File: src/bmhq_pkg.sv
// Package for the binary min-heap queue: widths, codes, request/response types.
// No dependencies.
`default_nettype none
package bmhq_pkg;
   localparam int CAPACITY  = 1024;
   localparam int KEY_WIDTH = 32;
   localparam int ADDR_W    = $clog2(CAPACITY);
   localparam int CNT_W     = $clog2(CAPACITY + 1);

   localparam logic       KIND_PUSH = 1'b0;
   localparam logic       KIND_POP  = 1'b1;
   localparam logic [1:0] ST_OK     = 2'd0;
   localparam logic [1:0] ST_EMPTY  = 2'd1;
   localparam logic [1:0] ST_FULL   = 2'd2;

   typedef struct packed {
      logic        kind;
      logic [31:0] key;
   } req_type;

   typedef struct packed {
      logic [31:0] popped_key;
      logic [1:0]  status;
      logic [31:0] front_key;
      logic [10:0] count;
   } rsp_type;

   typedef struct packed {
      logic                 kind;
      logic [KEY_WIDTH-1:0] key;
   } cmd_type;
endpackage
`default_nettype wire

File: src/bmhq_front.sv
// Front end: accepts requests into a two-entry command queue.
// Depends on bmhq_pkg.
`default_nettype none
module bmhq_front import bmhq_pkg::*; (
   input  wire logic    clock,
   input  wire logic    reset,
   input  wire logic    req_push,
   output logic         req_full,
   input  wire req_type req_data,
   output logic         cmd_valid,
   output cmd_type      cmd_data,
   input  wire logic    cmd_take
);
   cmd_type q_ff [2];
   logic [1:0] cnt_ff, cnt_in;
   logic       wr_ff, wr_in, rd_ff, rd_in;
   logic       do_push, do_pop;
   cmd_type    cmd_new;

   assign req_full  = cnt_ff == 2'd2;
   assign cmd_valid = cnt_ff != 2'd0;
   assign cmd_data  = q_ff[rd_ff];
   assign do_push   = req_push && !req_full;
   assign do_pop    = cmd_take && cmd_valid;
   assign cmd_new   = '{kind: req_data.kind, key: req_data.key[KEY_WIDTH-1:0]};

   always_comb begin
      cnt_in = cnt_ff + {1'b0, do_push} - {1'b0, do_pop};
      wr_in  = wr_ff ^ do_push;
      rd_in  = rd_ff ^ do_pop;
   end

   always_ff @(posedge clock) begin
      if (reset) begin
         cnt_ff <= '0;
         wr_ff  <= 1'b0;
         rd_ff  <= 1'b0;
      end else begin
         cnt_ff <= cnt_in;
         wr_ff  <= wr_in;
         rd_ff  <= rd_in;
      end
      if (do_push) q_ff[wr_ff] <= cmd_new;
   end
endmodule
`default_nettype wire

File: config.mk
export PLATFORM = sky130hd
export DESIGN_NAME = bmhq_front
export DESIGN_NICKNAME = d
export VERILOG_FILES = /design/src/bmhq_pkg.sv /design/src/bmhq_front.sv
export SDC_FILE = /design/constraint.sdc
export NUM_CORES = 1
export LEC_CHECK = 0
export BUFFER_PORTS_ARGS = -buffer_cell sky130_fd_sc_hd__buf_2
export CAP_MARGIN = 15
export CORE_UTILIZATION = 40
export DETAILED_ROUTE_END_ITERATION = 6
export SLEW_MARGIN = 20
export SYNTH_ARGS = -nofsm -noshare
export SYNTH_HDL_FRONTEND = slang
export SYNTH_SLANG_ARGS = --single-unit
File: constraint.sdc
create_clock -name clock -period 2.3 [get_ports clock]
set_input_delay 0.345 -clock clock [delete_from_list [all_inputs] [get_ports clock]]
set_output_delay 0.345 -clock clock [all_outputs]
set_load 0.05 [all_outputs]
==> results.yml, run 1 <==
clock_network:
  postCtsSetupRepairBufs: 0
  ctsRootBufferMaster: "clkbuf_8"
  clock-sinks: 70
  insertion_delay_ns: 0.33
  htree_levels: 3
  cts.reportedPaths.clkPinSlew_ns: 0.07
  ctsHoldBuffers: 0
  cts_buffer_depth: 2
  cts_buffers: 9
  cts_resized: 0
  cts_tree: "built"
place:
  dp_cells: 273
  hpwlAfterDp_mm: 2.846
  gp_congestion: 0.7088
  port_buffers: 71
yosys:
  ys_ff_latch: 70
  synth_area_leader_cell: "edfxtp_1"
  yosysTopAreaCellShare_pct: 75.11
  syn_area_um2: 2639
  synthDistinctLibCells: 16
  synth_top_cells_by_area: "edfxtp_1, mux2_2, dfxtp_1"
  synth_seq_area_share_pct: 78.14
  syn-num-nets: 167
  ys.warnings.count: 0
  syn_inst: 126
  syn_avg_cell_area_um2: 20.94
finish:
  diodes: 0
  mostFrequentLayoutCell: "buf_2"
  fin_cells: 289
  final_cell_mix: "buf_2, edfxtp_1, mux2_2"
  drive_gt1_share_pct: 58.49
  nFillCells: 533
  nNetsFinal: 248
  areaGrowthSynthToFinish_pct: 24.28
power:
  pwr-share-clk_pct: 23.9
  ir_worst_vdd_uv: 547.2
  p_leak_nw: 1.263
  p_switching_mw: 1.450
  p_per_area_nw_per_um2: 1237
  combinationalPowerShare_pct: 34.3
  switching_share_pct: 35.76
  power.internal_mw: 2.606
  p_seq_share_pct: 41.8
floorplanning:
  io-pin-count: 72
  die_x_um: 83.22
  rows: 29
  floorplan.initialDensity_pct: 41.56
  dieArea_um2: 6926
  fp.dieH_um: 83.22
  core-area_um2: 6350
routing:
  drtPass1Iterations: 4
  wire_per_inst_um: 14.74
  vias: 1324
  drc: 0
  final_antenna_net_count: 0
  initialDrtViolationCount: 47
  wl_mm: 4.261
  viasPerCell: 4.581
job:
  cap_violations: 0
timing:
  slew_viol_final: 0
  rsz0062_at_grt: "no"
  clock_skew_ns: 0.009919
  maxSlewHeadroom_pct: 69.45
  period_needed_ns: 2.023
  worst_pin_slew_ns: 0.4582
  hold_violations: 0
  fin_tns_setup_ns: 0
  setup_viol: 0
  min_period_over_period_pct: 87.95
  fmax_ghz: 0.4944
setup_path:
  cp_max_fo: 22
  path_cells: "buf_12 -> mux2_2 -> buf_2"
  crit_required_ns: 1.96
  worst_path_max_delay_cell: "dfxtp_2"
  start_kind: "register"
  cp_slowest_stage_delay_ns: 0.55
  cp_data_arrival_time_ns: 1.68
  critical_path_class: "register to primary output"
  cp-end-kind: "primary output"
grt:
  grt-ovfl-total: 0
  grt.total_usage_pct: 13.16
  grt_pass1_vias: 1416
  grt_max_degree: 34
  grt_pass1_wl_mm: 6.672
  antenna_found_initial: 0
status:
  status: "complete, no violations"
worst_hold_path:
  hold_path_class: "input port to register"
==> cells by family after synthesis <==
group | Yosys count | share of synthesized area (%)
muxes | 34 | 14.79
and+or+nand+nor | 9 | 1.755
adders and majority gates | 4 | 1.897
buffers and inverters | 7 | 2.276
DFF | 70 | 78.14
xor gates and xnor gates | 1 | 0.8534
AOI/OAI and AO/OA | 1 | 0.2846
==> power by group through the flow <==
stage / sequential [mW] / combinational [mW] / clock (mW)
floorplan: 1.68 / 1.17 / 0
global placement: 1.71 / 1.39 / 0
detailed placement: 1.73 / 1.41 / 0
CTS: 1.70 / 1.42 / 0.998
global route: 1.72 / 1.47 / 1.04
finish: 1.69 / 1.39 / 0.969
==> cell type report <==
cell class,count,area [um2],area share (%)
tap,77,96.34,2.938
inverter,3,11.26,0.3434
clock inverter,1,30.03,0.9157
clock buffer,15,166.4,5.074
timing repair buffer,74,390.4,11.90
sequential,70,2063,62.91
multi-input combinational,49,521.8,15.91
==> stage by stage <==
| stage | setup WS [ns] | power, mW | cell area [um2] | hold slack (ns) | utilization, % |
|---|---|---|---|---|---|
| floorplan | 0.4336 | 2.857 | 2639 | 0.4117 | - |
| global placement | 0.6368 | 3.101 | 3083 | 0.5318 | 48.55 |
| detailed placement | 0.6026 | 3.139 | 3083 | 0.5360 | 48.55 |
| CTS | 0.2319 | 4.114 | 3279 | 0.1823 | 51.65 |
| global route | 0.1793 | 4.227 | 3279 | 0.1797 | 51.65 |
| finish | 0.2772 | 4.056 | 3279 | 0.2001 | 51.65 |
==> cell usage after synthesis (all sizes together) <==
| library cell | instances |
|---|---|
| mux2 | 34 |
| inv | 3 |
| ha | 4 |
| nor2 | 3 |
| xnor3 | 1 |
| nor2b | 2 |
| dfxtp | 4 |
| edfxtp | 66 |
| nand2b | 1 |
| o21a | 1 |
| buf | 4 |
| and2 | 1 |
| nand2 | 1 |
| or2 | 1 |
==> routing by layer <==
metal	share of wire, %	routed length [um]	GRT usage, %	vias up
met5	0	0	0	-
met4	2.5	106	9.091	0
met3	6.9	292	4.672	11
met2	51	2179	22.88	50
met1	39	1683	13.05	619
li1	-	-	-	644
==> worst max-delay path: cells and delay by family, from the launching register on <==
family	cells	cell delay (ns)
flops	1	0.55
buf+inv	2	0.43
mux	1	0.36
==> final timing paths <==
kind | startpoint | to | slack [ns] | cells past startpoint
setup reg to reg | cnt_ff[0] | q_ff[0][3] | 0.67 | 4
setup / recovery | rd_ff | cmd_data[3] | 0.28 | 3
hold / removal | req_data[0] | q_ff[0][0] | 0.20 | 1
hold reg to reg | wr_ff | wr_ff | 0.59 | 3
==> sequential cells by signal, summed over array words and instances (netlist names) <==
signal,cells
rd_ff,1
cnt_ff,2
wr_ff,1
q_ff,66
(Power assumes the default switching activity.)
==> inputs of run 2 (changes only) <==
==> constraint.sdc (replaced) <==
create_clock -name clock -period 2.4 [get_ports clock]
set_input_delay 0.36 -clock clock [delete_from_list [all_inputs] [get_ports clock]]
set_output_delay 0.36 -clock clock [all_outputs]
set_load 0.05 [all_outputs]
==> run 2 against run 1 <==
Effect of this change: clock skew down 0.0053 ns; first-iteration DRC count up 21%; largest cell class unchanged; flip-flop and latch count unchanged; utilization up 0.14 points; sequential share of layout area down 0.17 points; power down 4.9%; cell count unchanged; via count up 3.1%; clock-buffer cell count down 5.
==> results.yml, run 2 (synthesis gave the netlist of run 1 again) <==
floorplanning:
  io-pin-count: 72
  dieArea_um2: 6926
  floorplan.initialDensity_pct: 41.56
  fp.dieH_um: 83.22
  rows: 29
  die_x_um: 83.22
  core-area_um2: 6350
clock_network:
  ctsHoldBuffers: 0
  postCtsSetupRepairBufs: 0
  insertion_delay_ns: 0.33
  cts_buffers: 9
  cts.reportedPaths.clkPinSlew_ns: 0.07
  cts_resized: 0
  htree_levels: 3
  ctsRootBufferMaster: "clkbuf_8"
  cts_buffer_depth: 2
  clock-sinks: 70
  cts_tree: "built"
timing:
  period_needed_ns: 2.049
  postLayoutSetupSlackWorst_ns: 0.3509
  maxSlewHeadroom_pct: 66.24
  fin_tns_setup_ns: 0
  clock_skew_ns: 0.004620
  slew_viol_final: 0
  min_period_over_period_pct: 85.38
  setup_viol: 0
  rsz0062_at_grt: "no"
  holdWs_ns: 0.2158
  fmax_ghz: 0.4880
  hold_violations: 0
  worst_pin_slew_ns: 0.5064
power:
  p_per_area_nw_per_um2: 1174
  p_seq_share_pct: 42.1
  switching_share_pct: 36.50
  power.internal_mw: 2.451
  p_switching_mw: 1.409
  ir_worst_vdd_uv: 567.0
  pwr-share-clk_pct: 22.3
  combinationalPowerShare_pct: 35.6
  p_leak_nw: 1.267
  p_total_mw: 3.859
finish:
  reg_top3: "q_ff (66), cnt_ff (2)"
  fin_util_pct: 51.78
  nFillCells: 506
  drive_gt1_share_pct: 58.96
  nNetsFinal: 248
  largest_reg_flops: 66
  regMostFlops: "q_ff"
  fin_cells: 289
  multi_input_area_um2: 521.8
  mostFrequentLayoutCell: "buf_2"
  areaGrowthSynthToFinish_pct: 24.61
  postLayoutCellArea_um2: 3288
  diodes: 0
  final_cell_mix: "buf_2, edfxtp_1, mux2_2"
  regArea_um2: 2063
setup_path:
  cp_max_fo: 22
  cp_data_arrival_time_ns: 1.69
  critical_path_class: "register to primary output"
  cp-end-kind: "primary output"
  start_kind: "register"
  crit_required_ns: 2.04
routing:
  final_antenna_net_count: 0
  wire_per_inst_um: 14.97
  initialDrtViolationCount: 57
  vias: 1365
  wl_mm: 4.326
  viasPerCell: 4.723
  drtPass1Iterations: 4
  drc: 0
grt:
  grt-ovfl-total: 0
  grt_max_degree: 23
  grt_pass1_vias: 1495
  grt.total_usage_pct: 13.62
  antenna_found_initial: 0
  grt_pass1_wl_mm: 6.989
place:
  hpwlAfterDp_mm: 3.026
  dp_cells: 273
  dpl-instance-area_um2: 3108
  port_buffers: 71
  gp_congestion: 0.7248
  preCtsSetupSlack_ns: 0.6517
status:
  status: "complete, no violations"
job:
  cap_violations: 0
worst_hold_path:
  hold_path_class: "input port to register"
[run 2: changes by cell type in the layout (fill, tap and decap cells not counted), sizes merged]
| cell | previous run | this run |
|---|---|---|
| clkbuf | 15 | 10 |
| clkinv | 0 | 5 |
[run 2: worst max-delay path, stage by stage (launching register included)]
cell,delay [ns]
dfxtp_2,0.55
buf_12,0.22
mux2_2,0.36
buf_2,0.21
[run 2: final timing paths]
kind,startpoint,to,slack (ns),depth (start not counted)
max,rd_ff,cmd_data[25],0.35,3
min,req_data[25],q_ff[0][25],0.22,1
max reg2reg,cnt_ff[0],q_ff[0][5],0.67,4
min reg2reg,wr_ff,wr_ff,0.62,3
[run 2: cell type report]
| type | count | share of cell area (%) |
|---|---|---|
| sequential | 70 | 62.75 |
| multi-input combinational | 49 | 15.87 |
| timing repair buffer | 74 | 12.63 |
| clock buffer | 10 | 3.881 |
| tap | 77 | 2.930 |
| clock inverter | 6 | 1.598 |
| inverter | 3 | 0.3425 |
[run 2: routing by layer]
layer | global-route usage, % | part of all wire, % | wire length [um] | up-vias
met2 | 23.47 | 52 | 2271 | 53
met3 | 5.169 | 6.7 | 290 | 8
met1 | 14.46 | 39 | 1683 | 659
li1 | - | - | - | 645
met4 | 7.053 | 1.9 | 81 | 0
met5 | 0 | 0 | 0 | -
[run 2: power groups by stage]
stage / sequential, mW / clock [mW] / combinational (mW)
CTS: 1.63 / 0.890 / 1.40
global placement: 1.64 / 0 / 1.36
finish: 1.63 / 0.859 / 1.38
detailed placement: 1.66 / 0 / 1.39
floorplan: 1.61 / 0 / 1.13
global route: 1.65 / 0.947 / 1.44
